===== config.mk =====
export PLATFORM = sky130hd
export DESIGN_NAME = vsp_sequencer
export DESIGN_NICKNAME = d
export VERILOG_FILES = /design/src/rtl/vsp_pkg.sv /design/src/rtl/vsp_sequencer.sv
export SDC_FILE = /design/constraint.sdc
export NUM_CORES = 1
export LEC_CHECK = 0
export BUFFER_PORTS_ARGS = -buffer_cell sky130_fd_sc_hd__buf_4
export CAP_MARGIN = 15
export CORE_AREA = 2 2 39 41
export CTS_CLUSTER_DIAMETER = 50
export DETAILED_ROUTE_END_ITERATION = 16
export DIE_AREA = 0 0 41 43
export GPL_TIMING_DRIVEN = 0
export PLACE_DENSITY_LB_ADDON = 0.08
export SLEW_MARGIN = 5
export SYNTH_ARGS = -nofsm -noshare
export SYNTH_HDL_FRONTEND = slang
export SYNTH_SLANG_ARGS = --single-unit

===== constraint.sdc =====
create_clock -name clk -period 1.8 [get_ports clk]
set_clock_uncertainty 0.1 [all_clocks]
set_input_delay 0.09 -clock clk [delete_from_list [all_inputs] [get_ports clk]]
set_output_delay 0.09 -clock clk [all_outputs]
set_load 0.02 [all_outputs]

===== src/rtl/vsp_pkg.sv =====
package vsp_pkg;

  localparam int FRAC_BITS = 16;
  localparam int SHIFT     = 2 * FRAC_BITS;

  localparam int AXES    = 3;
  localparam int AXIS_W  = 2;
  localparam int VEL_W   = 27;
  localparam int ERR_W   = VEL_W + 1;
  localparam int GAIN_W  = 25;
  localparam int MASS_W  = 31;
  localparam int WORD_W  = 32;
  localparam int LIMIT_W = 64;
  localparam int CFG_W   = 64;
  localparam int IDX_W   = 3;

  // shared multiplier: 33 x 32 signed
  localparam int OPA_W  = 33;
  localparam int OPB_W  = 32;
  localparam int PROD_W = OPA_W + OPB_W;
  localparam int HALF_W = 32;
  localparam int ACC_W  = 96;

  localparam int STEP_W     = 4;
  localparam int UCODE_LEN  = 9;

  typedef enum logic [IDX_W-1:0] {
    REG_GAIN_P  = 3'd0,
    REG_GAIN_I  = 3'd1,
    REG_GAIN_D  = 3'd2,
    REG_LIMIT_X = 3'd3,
    REG_LIMIT_Y = 3'd4,
    REG_LIMIT_Z = 3'd5,
    REG_AXIS_EN = 3'd6
  } reg_idx_t;

  typedef enum logic [2:0] {
    MUL_NONE,
    MUL_P,
    MUL_I,
    MUL_D,
    MUL_MLO,
    MUL_MHI
  } mul_sel_t;

  typedef enum logic [1:0] {
    ACC_HOLD,
    ACC_LOAD,
    ACC_ADD,
    ACC_ADD_HI
  } acc_op_t;

  typedef enum logic {
    JMP_NEXT,
    JMP_AXIS
  } jmp_t;

  typedef struct packed {
    logic     prep;
    mul_sel_t mul;
    acc_op_t  acc;
    logic     save_hi;
    logic     finish;
    jmp_t     jmp;
  } ucw_t;

  typedef struct packed {
    logic              load;
    logic              run;
    logic [AXIS_W-1:0] axis;
    ucw_t              uw;
  } dp_ctrl_t;

  localparam ucw_t UCW_NOP = '{prep: 1'b0, mul: MUL_NONE, acc: ACC_HOLD,
                               save_hi: 1'b0, finish: 1'b0, jmp: JMP_NEXT};

  // per-axis program; the product register sits between multiply and accumulate,
  // so each accumulate step consumes the product issued by the step before it
  function automatic ucw_t ucode(input logic [STEP_W-1:0] step);
    ucw_t w;
    w = UCW_NOP;
    case (step)
      4'd0: w.prep = 1'b1;
      4'd1: w.mul = MUL_P;
      4'd2: begin
        w.mul = MUL_I;
        w.acc = ACC_LOAD;
      end
      4'd3: begin
        w.mul = MUL_D;
        w.acc = ACC_ADD;
      end
      4'd4: w.acc = ACC_ADD;
      4'd5: begin
        w.mul     = MUL_MLO;
        w.save_hi = 1'b1;
      end
      4'd6: begin
        w.mul = MUL_MHI;
        w.acc = ACC_LOAD;
      end
      4'd7: w.acc = ACC_ADD_HI;
      4'd8: begin
        w.finish = 1'b1;
        w.jmp    = JMP_AXIS;
      end
      default: w = UCW_NOP;
    endcase
    return w;
  endfunction

endpackage


===== src/rtl/vsp_sequencer.sv =====
module vsp_sequencer
  import vsp_pkg::*;
(
  input  logic     clk,
  input  logic     rst,
  input  logic     in_valid,
  input  logic     run,
  input  logic     out_free,
  output logic     in_stall,
  output logic     push,
  output dp_ctrl_t ctrl
);

  typedef enum logic [1:0] {
    S_IDLE,
    S_RUN,
    S_DONE
  } state_t;

  state_t              state;
  logic [STEP_W-1:0]   step;
  logic [AXIS_W-1:0]   axis;
  ucw_t                uw;
  logic                accept;

  always_comb begin
    uw        = (state == S_RUN) ? ucode(step) : UCW_NOP;
    accept    = (state == S_IDLE) && in_valid;
    push      = (state == S_DONE) && out_free;
    in_stall  = (state != S_IDLE);
    ctrl.load = accept;
    ctrl.run  = run;
    ctrl.axis = axis;
    ctrl.uw   = uw;
  end

  always_ff @(posedge clk) begin
    if (rst) begin
      state <= S_IDLE;
      step  <= '0;
      axis  <= '0;
    end else begin
      case (state)
        S_IDLE: begin
          if (accept) begin
            step  <= '0;
            axis  <= '0;
            state <= run ? S_RUN : S_DONE;
          end
        end
        S_RUN: begin
          if (uw.jmp == JMP_AXIS) begin
            step <= '0;
            if (axis == AXIS_W'(AXES - 1)) begin
              state <= S_DONE;
            end else begin
              axis <= axis + 1'b1;
            end
          end else begin
            step <= step + 1'b1;
          end
        end
        S_DONE: begin
          if (out_free) begin
            state <= S_IDLE;
          end
        end
        default: state <= S_IDLE;
      endcase
    end
  end

  // inactive or zero-mass requests skip the program
  a_bypass: assert property (@(posedge clk) disable iff (rst)
    accept && !run |=> state == S_DONE)
    else $error("bypass request did not go straight to done");

  a_step_range: assert property (@(posedge clk) disable iff (rst)
    state == S_RUN |-> step < STEP_W'(UCODE_LEN) && axis < AXIS_W'(AXES))
    else $error("step or axis counter out of range");

  a_last_axis: assert property (@(posedge clk) disable iff (rst)
    state == S_RUN && uw.finish && axis == AXIS_W'(AXES - 1) |=> state == S_DONE)
    else $error("program did not end after last axis");

endmodule


==> tab_implementation.tex <==
\begin{tabular}{lr}
\hline
Metric & Value \\
\hline
\multicolumn{2}{l}{\textbf{Yosys}} \\
\quad Number of enable flip-flop cells after synthesis & 0 \\
\quad Area share of the largest cell type after synthesis & a little over a quarter \\
\quad Most area-consuming cells after synthesis & dfxtp\_1 (27\%), ha\_1 (11\%), nor2\_1 (5.1\%) \\
\quad Commonest register cell after synthesis & dfxtp\_1 \\
\quad Register bit total from synthesis & 8 \\
\quad Average cell area after synthesis & roughly 7.8 sq um \\
\quad Netlist cell types & 32 \\
\quad Proportion of synthesized chip area in sequential cells & between 20\% and 30\% \\
\quad FFs w/ async S/R, synth & 0\% \\
\quad Warnings, synthesis & 0 \\
\quad Syn Nets & 85 \\
\quad Cells after Synth & 75 \\
\quad Cell type contributing the most total cell area after synthesis & dfxtp\_1 \\
\quad Netlist area before placement & between 500 and 600 sq um \\
\multicolumn{2}{l}{\textbf{Routing}} \\
\quad DRC errors left & 0 \\
\quad Number of nets with antenna violations after detailed routing & 0 \\
\quad Routed WL & between 1000 and 1500 um \\
\quad Routed wire per std cell & 11.4 um \\
\quad DRC violation total after the first TritonRoute iteration & 5 \\
\quad Detailed-router iteration count before antenna repair & 3 \\
\quad Via Count & $\sim$590 \\
\quad Via-per-instance ratio & $\sim$5.2 \\
\multicolumn{2}{l}{\textbf{Flow run}} \\
\quad Max-cap violations & 0 \\
\multicolumn{2}{l}{\textbf{Placement}} \\
\quad Count of port buffers added during placement & 18 \\
\quad Placed wire-length estimate after detailed placement & between 900 and 1000 um \\
\quad Routability cong. & 0.724 \\
\quad Worst slack after detailed placement & about 0.16 ns \\
\quad Post-placement cell area & 742 sq um \\
\multicolumn{2}{l}{\textbf{Clock tree}} \\
\quad Clock slew seen by the registers of the worst setup and hold paths & around 0.06 ns \\
\quad Number of buffers inserted during clock tree synthesis & 3 \\
\quad CTS tree & built \\
\quad Latest clock arrival within the worst-skew pair & approximately 0.26 ns \\
\quad H-tree depth & 1 \\
\quad CTS max path bufs & 2 \\
\quad Num Clock Sinks & 8 \\
\quad CTS Root Cell & clkbuf\_4 \\
\multicolumn{2}{l}{\textbf{Worst setup path}} \\
\quad Worst setup EP type & output pin \\
\quad Crit Path Category & reg2out \\
\quad Library cell appearing most often on the critical path & buf\_4 \\
\quad Largest delay contributor family on the critical path & simple AND/OR/NAND/NOR gates \\
\quad CP bufs+invs & 3 \\
\quad Cell at the slowest stage of the critical path & or3b\_2 \\
\quad Number of cell instances on the worst register-to-register path & 6 \\
\quad Worst-path fanout max & 8 \\
\quad Setup crit start kind & flop \\
\quad Worst stage delay on the critical path & about 0.51 ns \\
\quad Critical Path AT & approximately 1.5 ns \\
\quad Required arrival time at the worst endpoint & approximately 1.6 ns \\
\quad Stages on worst setup path & 4 \\
\quad Series of cell instances along the critical path & or3b\_2 -> inv\_1 -> buf\_4 -> buf\_4 \\
\multicolumn{2}{l}{\textbf{Power}} \\
\quad Sequential fraction of design power & 45.1\% \\
\quad Proportion of power drawn by the clock network & between 30 and 40\% \\
\quad Power per cell area & between 500 and 600 nW/um\^{}2 \\
\quad Power Internal & between 300 and 400 uW \\
\quad Max IR drop VDD & roughly 0.40 mV \\
\quad Static power due to leakage & between 0.0003 and 0.0004 uW \\
\quad Combinational fraction of design power & 21.1\% \\
\quad Switching power share of the total & 29.6\% \\
\quad Net switching power & $\sim$130 uW \\
\multicolumn{2}{l}{\textbf{Timing}} \\
\quad Final-report max-slew violation count & 0 \\
\quad Hold Worst Slack & 0.0760 ns \\
\quad Max\_slew headroom & between 70 and 80\% \\
\quad Highest achievable clock rate & a little under 600 MHz \\
\quad Pin slew with the least headroom to its limit & around 0.40 ns \\
\quad Final hold vios & 0 \\
\quad Shortest clock period the worst path allows after layout & around 1.7 ns \\
\quad Setup TNS & 0 ns \\
\quad Setup repair after global routing missed its margin & yes \\
\quad Setup slack of the critical path after layout & around 0.11 ns \\
\quad Total setup violations reported at the end of the flow & 0 \\
\quad Period Utilization, post-route & 93.7\% \\
\multicolumn{2}{l}{\textbf{GRT}} \\
\quad Leftover overflow at the end of global routing & 0 \\
\quad Largest net degree at the start of global routing & 11 \\
\quad First-pass GRT wire length & about 2100 um \\
\quad All-layer global routing usage & roughly 17\% \\
\quad Vias in the first global route & around 520 \\
\quad Initial antenna violation count & 0 \\
\multicolumn{2}{l}{\textbf{Cells and area}} \\
\quad Commonest cells after routing, fill and taps aside & buf\_4 (22), inv\_1 (7), nor2\_1 (7), dfxtp\_1 (7) \\
\quad Final design utilization & between 50\% and 60\% \\
\quad Layout cells sized above 1 & between 30 and 40\% \\
\quad Fin nets & 110 \\
\quad Area growth, synth to finish & 35.6\% \\
\quad Finished layout cell area & a little under 800 sq um \\
\quad Most common cell after layout, fill and taps aside & buf\_4 \\
\quad Diodes inserted & 0 \\
\multicolumn{2}{l}{\textbf{Floorplanning}} \\
\quad Area enclosed by the die boundary & roughly 1800 sq um \\
\quad Number of standard-cell rows in the floorplan & 14 \\
\quad DIE HEIGHT & 43 um \\
\quad Effective utilization at floorplan & a little over two fifths \\
\quad I/O pin count & 20 \\
\quad Die extent in x & between 40 and 50 um \\
\quad Core ar. & around 1400 sq um \\
\multicolumn{2}{l}{\textbf{Outcome}} \\
\quad Status & complete, no violations \\
\multicolumn{2}{l}{\textbf{Min path}} \\
\quad Type of the most critical hold path & in2reg \\
\quad Worst hold path depth & 3 \\
\hline
\end{tabular}
==> power by group through the flow <==
| stage | logic [uW] | clock network [uW] | registers [uW] |
|---|---|---|---|
| after floorplan | 56.4 | 0 | 193 |
| after global placement | 84.9 | 0 | 195 |
| after detailed placement | 86.1 | 0 | 195 |
| after CTS | 89.0 | 147 | 191 |
| after global routing | 98.2 | 155 | 193 |
| final | 90.1 | 144 | 193 |
==> worst reg2reg max path: cells and delay by family (launching register included) <==
family / cells / cell delay (ns)
adder cells (fa/ha/maj): 1 / 0.22
buffers and inverters: 2 / 0.28
AND/OR/NAND/NOR: 2 / 0.52
flip-flops: 1 / 0.34
AO/OA/AOI/OAI: 1 / 0.15
==> flip-flops by register name (all words and copies together) (netlist names) <==
name,flops
step,4
axis,2
state,2
==> through the flow <==
stage,instances,total power (uW)
5_1_grt,114,446
3_3_place_gp,109,280
4_1_cts,114,427
2_1_floorplan,75,249
6_report,114,427
3_5_place_dp,109,281
==> Yosys cell counts (2+ instances only) <==
cell      number
nand2b_1       2
and3_1         2
nand3b_1       3
nand3_1        3
nand2_1        3
buf_4          3
inv_1          7
or3_1          3
nor3_1         4
dfxtp_1        8
nor2b_1        2
a21oi_1        4
nor2_1         8
ha_1           5
==> per-layer routing <==
metal / GRT usage (%) / vias up / share of wire, %
met4: 10.0 / 0 / 2.5
met3: 3.14 / 5 / 6.1
li1: - / 309 / -
met2: 25.0 / 18 / 42
met1: 22.6 / 259 / 49
met5: 0 / - / 0
==> timing repair <==
action / 4_1_cts / 5_1_grt
hold buffers: 1 / 0
endpoints found under the setup margin: 4 / 5
pin swaps: 1 / 0
setup buffers: 1 / 0
gates cloned: 0 / 0
resized for setup: 2 / 3
endpoints found under the hold margin: 1 / 0
==> worst paths after layout <==
path | slack, ns | endpoint | from
setup / recovery | 0.11 | ctrl[12] | state[1]
setup reg to reg | 0.12 | axis[0] | step[0]
hold reg to reg | 0.41 | axis[1] | axis[1]
hold / removal | 0.08 | state[0] | in_valid
==> logic make-up (layout without fill, tap and decap cells) <==
group / count (synthesis) / in the layout / share of synthesized area (%)
AO/OA/AOI/OAI: 13 / 13 / 16.6
adder cells (fa/ha/maj): 5 / 5 / 10.7
buffers and inverters: 12 / 35 / 9.59
flip-flops: 8 / 8 / 27.3
multiplexers: 1 / 1 / 1.71
AND/OR/NAND/NOR: 36 / 36 / 34.1
==> final cells by class <==
class	instances	area (sq um)
buffer	5	30.0
clock buffer	3	22.5
fill	141	588
inverter	7	26.3
multi-input combinational	55	383
sequential	8	161
tap	16	20.0
timing repair buffer	20	153
Power figures use the tool's default switching activity.
