$ cat src/rtl/vsp_pkg.sv
package vsp_pkg;

  localparam int FRAC_BITS = 16;
  localparam int SHIFT     = 2 * FRAC_BITS;

  localparam int AXES    = 3;
  localparam int AXIS_W  = 2;
  localparam int VEL_W   = 27;
  localparam int ERR_W   = VEL_W + 1;
  localparam int GAIN_W  = 25;
  localparam int MASS_W  = 31;
  localparam int WORD_W  = 32;
  localparam int LIMIT_W = 64;
  localparam int CFG_W   = 64;
  localparam int IDX_W   = 3;

  // shared multiplier: 33 x 32 signed
  localparam int OPA_W  = 33;
  localparam int OPB_W  = 32;
  localparam int PROD_W = OPA_W + OPB_W;
  localparam int HALF_W = 32;
  localparam int ACC_W  = 96;

  localparam int STEP_W     = 4;
  localparam int UCODE_LEN  = 9;

  typedef enum logic [IDX_W-1:0] {
    REG_GAIN_P  = 3'd0,
    REG_GAIN_I  = 3'd1,
    REG_GAIN_D  = 3'd2,
    REG_LIMIT_X = 3'd3,
    REG_LIMIT_Y = 3'd4,
    REG_LIMIT_Z = 3'd5,
    REG_AXIS_EN = 3'd6
  } reg_idx_t;

  typedef enum logic [2:0] {
    MUL_NONE,
    MUL_P,
    MUL_I,
    MUL_D,
    MUL_MLO,
    MUL_MHI
  } mul_sel_t;

  typedef enum logic [1:0] {
    ACC_HOLD,
    ACC_LOAD,
    ACC_ADD,
    ACC_ADD_HI
  } acc_op_t;

  typedef enum logic {
    JMP_NEXT,
    JMP_AXIS
  } jmp_t;

  typedef struct packed {
    logic     prep;
    mul_sel_t mul;
    acc_op_t  acc;
    logic     save_hi;
    logic     finish;
    jmp_t     jmp;
  } ucw_t;

  typedef struct packed {
    logic              load;
    logic              run;
    logic [AXIS_W-1:0] axis;
    ucw_t              uw;
  } dp_ctrl_t;

  localparam ucw_t UCW_NOP = '{prep: 1'b0, mul: MUL_NONE, acc: ACC_HOLD,
                               save_hi: 1'b0, finish: 1'b0, jmp: JMP_NEXT};

  // per-axis program; the product register sits between multiply and accumulate,
  // so each accumulate step consumes the product issued by the step before it
  function automatic ucw_t ucode(input logic [STEP_W-1:0] step);
    ucw_t w;
    w = UCW_NOP;
    case (step)
      4'd0: w.prep = 1'b1;
      4'd1: w.mul = MUL_P;
      4'd2: begin
        w.mul = MUL_I;
        w.acc = ACC_LOAD;
      end
      4'd3: begin
        w.mul = MUL_D;
        w.acc = ACC_ADD;
      end
      4'd4: w.acc = ACC_ADD;
      4'd5: begin
        w.mul     = MUL_MLO;
        w.save_hi = 1'b1;
      end
      4'd6: begin
        w.mul = MUL_MHI;
        w.acc = ACC_LOAD;
      end
      4'd7: w.acc = ACC_ADD_HI;
      4'd8: begin
        w.finish = 1'b1;
        w.jmp    = JMP_AXIS;
      end
      default: w = UCW_NOP;
    endcase
    return w;
  endfunction

endpackage

$ cat src/rtl/vsp_datapath.sv
module vsp_datapath
  import vsp_pkg::*;
(
  input  logic                      clk,
  input  logic                      rst,
  input  dp_ctrl_t                  ctrl,
  input  logic                      active,
  input  logic signed [VEL_W-1:0]   meas_vel_x,
  input  logic signed [VEL_W-1:0]   meas_vel_y,
  input  logic signed [VEL_W-1:0]   meas_vel_z,
  input  logic signed [VEL_W-1:0]   target_vel_x,
  input  logic signed [VEL_W-1:0]   target_vel_y,
  input  logic signed [VEL_W-1:0]   target_vel_z,
  input  logic        [MASS_W-1:0]  body_mass,
  input  logic signed [GAIN_W-1:0]  gain_p,
  input  logic signed [GAIN_W-1:0]  gain_i,
  input  logic signed [GAIN_W-1:0]  gain_d,
  input  logic        [LIMIT_W-1:0] limit_x,
  input  logic        [LIMIT_W-1:0] limit_y,
  input  logic        [LIMIT_W-1:0] limit_z,
  input  logic        [AXES-1:0]    limit_axis_enable,
  output logic signed [WORD_W-1:0]  force_x,
  output logic signed [WORD_W-1:0]  force_y,
  output logic signed [WORD_W-1:0]  force_z,
  output logic                      force_valid
);

  localparam logic signed [WORD_W-1:0] WORD_MAX = {1'b0, {(WORD_W-1){1'b1}}};
  localparam logic signed [WORD_W-1:0] WORD_MIN = {1'b1, {(WORD_W-1){1'b0}}};

  logic signed [VEL_W-1:0]   meas [AXES];
  logic signed [VEL_W-1:0]   tgt  [AXES];
  logic        [MASS_W-1:0]  mass;
  logic signed [WORD_W-1:0]  prev_err [AXES];
  logic signed [WORD_W-1:0]  err_int  [AXES];
  logic signed [WORD_W-1:0]  force_r  [AXES];
  logic                      valid_r;

  logic signed [ERR_W-1:0]   e_r;
  logic signed [OPA_W-1:0]   dv_r;
  logic signed [WORD_W-1:0]  integ_r;
  logic signed [WORD_W-1:0]  sum_hi;
  logic signed [PROD_W-1:0]  prod;
  logic signed [ACC_W-1:0]   acc;

  logic signed [ERR_W-1:0]   e_now;
  logic signed [OPA_W-1:0]   dv_now;
  logic signed [WORD_W:0]    isum;
  logic signed [WORD_W-1:0]  integ_now;
  logic signed [OPA_W-1:0]   opa;
  logic signed [OPB_W-1:0]   opb;
  logic signed [PROD_W-1:0]  mul_out;
  logic signed [ACC_W-1:0]   acc_sh;
  logic signed [WORD_W-1:0]  f_sat;
  logic signed [WORD_W-1:0]  f_final;
  logic signed [WORD_W-1:0]  integ_final;
  logic        [LIMIT_W-1:0] limit_sel;
  logic signed [WORD_W-1:0]  upper;
  logic signed [WORD_W-1:0]  lower;
  logic                      clamp_en;
  logic                      hi_clip;
  logic                      lo_clip;
  logic [ACC_W-WORD_W:0]     acc_top;

  always_comb begin
    e_now  = ERR_W'(tgt[ctrl.axis]) - ERR_W'(meas[ctrl.axis]);
    dv_now = OPA_W'(e_now) - OPA_W'(prev_err[ctrl.axis]);
    isum   = (WORD_W+1)'(err_int[ctrl.axis]) + (WORD_W+1)'(e_now);
    if (isum[WORD_W] != isum[WORD_W-1]) begin
      integ_now = isum[WORD_W] ? WORD_MIN : WORD_MAX;
    end else begin
      integ_now = isum[WORD_W-1:0];
    end
  end

  // operand pairing is fixed by the multiply select
  always_comb begin
    case (ctrl.uw.mul)
      MUL_P: begin
        opa = OPA_W'(e_r);
        opb = OPB_W'(gain_p);
      end
      MUL_I: begin
        opa = OPA_W'(integ_r);
        opb = OPB_W'(gain_i);
      end
      MUL_D: begin
        opa = dv_r;
        opb = OPB_W'(gain_d);
      end
      MUL_MLO: begin
        opa = $signed({1'b0, acc[HALF_W-1:0]});
        opb = $signed({1'b0, mass});
      end
      MUL_MHI: begin
        opa = OPA_W'(sum_hi);
        opb = $signed({1'b0, mass});
      end
      default: begin
        opa = '0;
        opb = '0;
      end
    endcase
  end

  assign mul_out = opa * opb;

  // arithmetic shift floors the exact product
  always_comb begin
    acc_sh  = acc >>> SHIFT;
    acc_top = acc_sh[ACC_W-1:WORD_W-1];
    if ((&acc_top) || !(|acc_top)) begin
      f_sat = acc_sh[WORD_W-1:0];
    end else begin
      f_sat = acc_sh[ACC_W-1] ? WORD_MIN : WORD_MAX;
    end

    case (ctrl.axis)
      2'd0:    limit_sel = limit_x;
      2'd1:    limit_sel = limit_y;
      default: limit_sel = limit_z;
    endcase
    upper    = $signed(limit_sel[LIMIT_W-1:WORD_W]);
    lower    = $signed(limit_sel[WORD_W-1:0]);
    clamp_en = limit_axis_enable[ctrl.axis];
    hi_clip  = clamp_en && (f_sat > upper);
    lo_clip  = clamp_en && !hi_clip && (f_sat < lower);

    if (hi_clip) begin
      f_final = upper;
    end else if (lo_clip) begin
      f_final = lower;
    end else begin
      f_final = f_sat;
    end
    // anti-windup: keep the old integral when the force clamps
    integ_final = (hi_clip || lo_clip) ? err_int[ctrl.axis] : integ_r;
  end

  always_ff @(posedge clk) begin
    if (rst) begin
      for (int a = 0; a < AXES; a++) begin
        prev_err[a] <= '0;
        err_int[a]  <= '0;
      end
      valid_r <= 1'b0;
    end else begin
      if (ctrl.load) begin
        valid_r <= ctrl.run;
        if (!active) begin
          for (int a = 0; a < AXES; a++) begin
            prev_err[a] <= '0;
            err_int[a]  <= '0;
          end
        end
      end
      if (ctrl.uw.finish) begin
        prev_err[ctrl.axis] <= WORD_W'(e_r);
        err_int[ctrl.axis]  <= integ_final;
      end
    end
  end

  always_ff @(posedge clk) begin
    if (ctrl.load) begin
      meas[0] <= meas_vel_x;
      meas[1] <= meas_vel_y;
      meas[2] <= meas_vel_z;
      tgt[0]  <= target_vel_x;
      tgt[1]  <= target_vel_y;
      tgt[2]  <= target_vel_z;
      mass    <= body_mass;
      if (!ctrl.run) begin
        for (int a = 0; a < AXES; a++) begin
          force_r[a] <= '0;
        end
      end
    end
    if (ctrl.uw.prep) begin
      e_r     <= e_now;
      dv_r    <= dv_now;
      integ_r <= integ_now;
    end
    if (ctrl.uw.mul != MUL_NONE) begin
      prod <= mul_out;
    end
    if (ctrl.uw.save_hi) begin
      sum_hi <= acc[2*HALF_W-1:HALF_W];
    end
    case (ctrl.uw.acc)
      ACC_LOAD:   acc <= ACC_W'(prod);
      ACC_ADD:    acc <= acc + ACC_W'(prod);
      ACC_ADD_HI: acc <= acc + (ACC_W'(prod) <<< HALF_W);
      default:    acc <= acc;
    endcase
    if (ctrl.uw.finish) begin
      force_r[ctrl.axis] <= f_final;
    end
  end

  assign force_x     = force_r[0];
  assign force_y     = force_r[1];
  assign force_z     = force_r[2];
  assign force_valid = valid_r;

endmodule

$ cat config.mk
export PLATFORM = sky130hd
export DESIGN_NAME = vsp_datapath
export DESIGN_NICKNAME = d
export VERILOG_FILES = /design/src/rtl/vsp_pkg.sv /design/src/rtl/vsp_datapath.sv
export SDC_FILE = /design/constraint.sdc
export NUM_CORES = 2
export LEC_CHECK = 0
export BUFFER_PORTS_ARGS = -buffer_cell sky130_fd_sc_hd__buf_2
export CAP_MARGIN = 25
export CORE_MARGIN = 5
export CORE_UTILIZATION = 40
export DETAILED_ROUTE_END_ITERATION = 12
export HOLD_SLACK_MARGIN = 0.1
export MAX_ROUTING_LAYER = met4
export PLACE_DENSITY = 0.64
export SYNTH_ARGS = -nofsm -noshare
export SYNTH_HDL_FRONTEND = slang
export SYNTH_SLANG_ARGS = --single-unit
$ cat constraint.sdc
create_clock -name clk -period 11.3 [get_ports clk]
set_input_delay 0 -clock clk [delete_from_list [all_inputs] [get_ports clk]]
set_output_delay 0 -clock clk [all_outputs]
set_load 0.005 [all_outputs]
==> impl_metrics.env <==
export IMPL_reg2regPathDepth=29
export IMPL_grt_use_met1=0.368
export IMPL_vias=70874
export IMPL_syn2layout_area_growth_pct=18.3
export IMPL_track_usage=0.285
export IMPL_async_flop_share=0
export IMPL_drive_above_1_share=0.117
export IMPL_gp_congestion=0.998
export IMPL_regArea_um2=24500
export IMPL_clock_latency_ps=820
export IMPL_grt_max_degree=111
export IMPL_final_cell_area_um2=101000
export IMPL_final_max_slew_viol_count=0
export IMPL_grt_busiest_layer="met2"
export IMPL_multi_input_comb_area_um2=55700
export IMPL_grt_pass1_wl_mm=465
export IMPL_yosys_area_share_simple=0.122
export IMPL_cts_clk_slew_worst_paths_ps=60
export IMPL_max_slew_margin=0.215
export IMPL_muxShareOfSynthArea=0.0429
export IMPL_crit_arrival_ps=10590
export IMPL_yosysTopAreaCell="edfxtp_1"
export IMPL_cts_sinks=816
export IMPL_ys_flop_type="edfxtp_1"
export IMPL_num_fill_cells=19700
export IMPL_endpoint_kind="register"
export IMPL_synth_seq_area_share=0.285
export IMPL_synth_edf_count=815
export IMPL_numCtsBuffers=96
export IMPL_synth_fa_ha_area_frac=0.334
export IMPL_rows=170
export IMPL_synthTopCellsByArea="edfxtp_1 29%, fa_1 26%, ha_1 7.2%"
export IMPL_skew_ps=127
export IMPL_grt_pass1_vias=72321
export IMPL_syn_inst=8560
export IMPL_final_antenna_net_count=0
export IMPL_cp_required_ps=11850
export IMPL_hold_viol_final=0
export IMPL_ys_types=86
export IMPL_syn_avg_cell_area_um2=10.0
export IMPL_grtUsageMet3=0.0457
export IMPL_synth_seq_cells=816
export IMPL_die_area_um2=224000
export IMPL_clk_path_buf_depth=3
export IMPL_worstSetupPathType="in -> reg"
export IMPL_wl_per_cell_um=25.2
export IMPL_synth_net_count=10653
export IMPL_die_h_um=473
export IMPL_htreeDepth=3
export IMPL_max_cap_violations=0
export IMPL_fin_nets=11644
export IMPL_setup_tns_ps=0
export IMPL_synth_top_family_by_area="adder cells"
export IMPL_whs_path_depth=4
export IMPL_synth_top_cell_area_share=0.285
export IMPL_critPathSlowestCell="a221oi_4"
export IMPL_dpl_cell_area_um2=92600
export IMPL_portBuffers=574
export IMPL_slowest_delay_ps=950
export IMPL_drtIter0Drc=6997
export IMPL_vias_per_cell=5.68
export IMPL_tightest_slew_ps=1180
export IMPL_netlist_area_um2=85800
export IMPL_globalRoute_totalOverflow=0
export IMPL_first_pass_iters=6
export IMPL_die_w_um=473
export IMPL_routed_wirelength_mm=315
export IMPL_yosys_warnings=0
export IMPL_io_pin_count=576
export IMPL_synth_compound_area_frac=0.116
export IMPL_synth_xor_area_frac=0.0295
export IMPL_cts_resized_gates=0
export IMPL_finalSetupViolCount=0
export IMPL_cts_root_buf="clkbuf_16"
export IMPL_status="finished clean"
export IMPL_hpwl_mm=240
export IMPL_cp_max_fo=52
export IMPL_max_freq_ghz=0.0996
export IMPL_finalCritPeriodShare=0.889
export IMPL_cpMostUsedCell="fa_1"
export IMPL_critPathLaunchType="input pin"
export IMPL_core_area_um2=214000
export IMPL_initial_utilization=0.401
export IMPL_rsz0062_at_grt="false"
export IMPL_hold_path_class="in -> reg"
export IMPL_drc=0
export IMPL_use_met2=0.441
export IMPL_antenna_found_initial=12
export IMPL_holdWs_ps=135
export IMPL_cts_tree="yes"
export IMPL_min_period_ps=10040
-- registers in the layout (all words and copies together), names as in the netlist --
name / count
prod: 65
err_int: 128
e_r: 28
force_r: 96
dv_r: 33
sum_hi: 32
meas: 81
acc: 96
tgt: 81
force_valid: 1
integ_r: 32
prev_err: 112
mass: 31
-- per-layer routing --
| layer | vias to the layer above | wire length (um) |
|---|---|---|
| met5 | - | 0 |
| met4 | 0 | 18800 |
| met3 | 735 | 27100 |
| met2 | 3515 | 143000 |
| met1 | 35797 | 125000 |
| li1 | 30827 | - |
-- cell type report --
class	count	area share
inverters	1136	0.0420
well taps	2838	0.0350
diodes	10	0.000247
clock inverters	68	0.00786
multi-input cells	6165	0.549
flip-flops and latches	816	0.241
clock buffers	109	0.0242
repair buffers	1336	0.100
-- placed cells by master (no fill, tap or decap), drive strengths merged, types with 53 or more instances in the layout --
cell type,n
nor2,946
xor2,98
and2,58
mux2i,173
mux4,60
a21o,232
a21oi,460
nand4,74
nand3,73
ha,497
xnor2,191
dlygate4sd3,550
nor3,164
clkbuf,110
buf,784
fa,1117
o21ai,308
inv,1134
mux2,53
nand2,824
edfxtp,815
a22oi,82
o21a,57
and3,119
-- cell usage after synthesis (all sizes together), types with 23 or more instances --
library cell     n
o22a            26
ha             497
buf             53
a21o           232
xor2            98
o2bb2ai         30
a221oi          26
o21a            57
inv           1135
a21oi          460
clkbuf         390
nor3           164
a221o           33
fa            1117
nand3           73
o21ai          308
mux2            53
and3           119
nand2b          39
o22ai           32
nand2          824
o21bai          49
edfxtp         815
o31ai           24
a211oi          43
nor2           946
a31oi           23
mux2i          173
nor4            27
a22oi           82
nor2b           37
xnor2          191
nand4           74
mux4            60
and2            58
-- worst paths after layout --
kind	from	end	slack, ps
hold reg to reg	e_r[22]	prev_err[3][22]	510
hold / removal	ctrl[4]	acc[95]	130
setup / recovery	ctrl[6]	prod[62]	1260
setup reg to reg	e_r[27]	prod[62]	1370
-- critical path, delay by kind of cell --
| family | cells | cell delay, ps |
|---|---|---|
| fa+ha+maj | 9 | 4480 |
| compound gates | 12 | 3540 |
| buf+inv | 8 | 1700 |
| simple gates | 3 | 630 |
| xor+xnor | 1 | 120 |
-- per-stage QoR --
stage               cells  setup slack (ps)   util
CTS                 12464              1350  0.474
global route        12473               900  0.474
global placement    11732               832  0.432
finish              12478              1260  0.474
detailed placement  11738               495  0.433
floorplan            8560              2220      -
-- repair_timing --
item | in CTS | in global routing
hold buffers | 549 | 1
setup buffers | 0 | 0
hold endpoints to repair | 534 | 13
endpoints found under the setup margin | 0 | 0
-- kinds of logic after synthesis --
kind of cell             after synthesis
multiplexers                         286
flip-flops                           816
AND/OR/NAND/NOR                     2421
XOR/XNOR                             289
adder cells (fa/ha/maj)             1623
AO/OA/AOI/OAI                       1546
buffers and inverters               1579
Power is not shown: default switching activity piles up to over one toggle a cycle in this logic, so the estimate is an artifact.
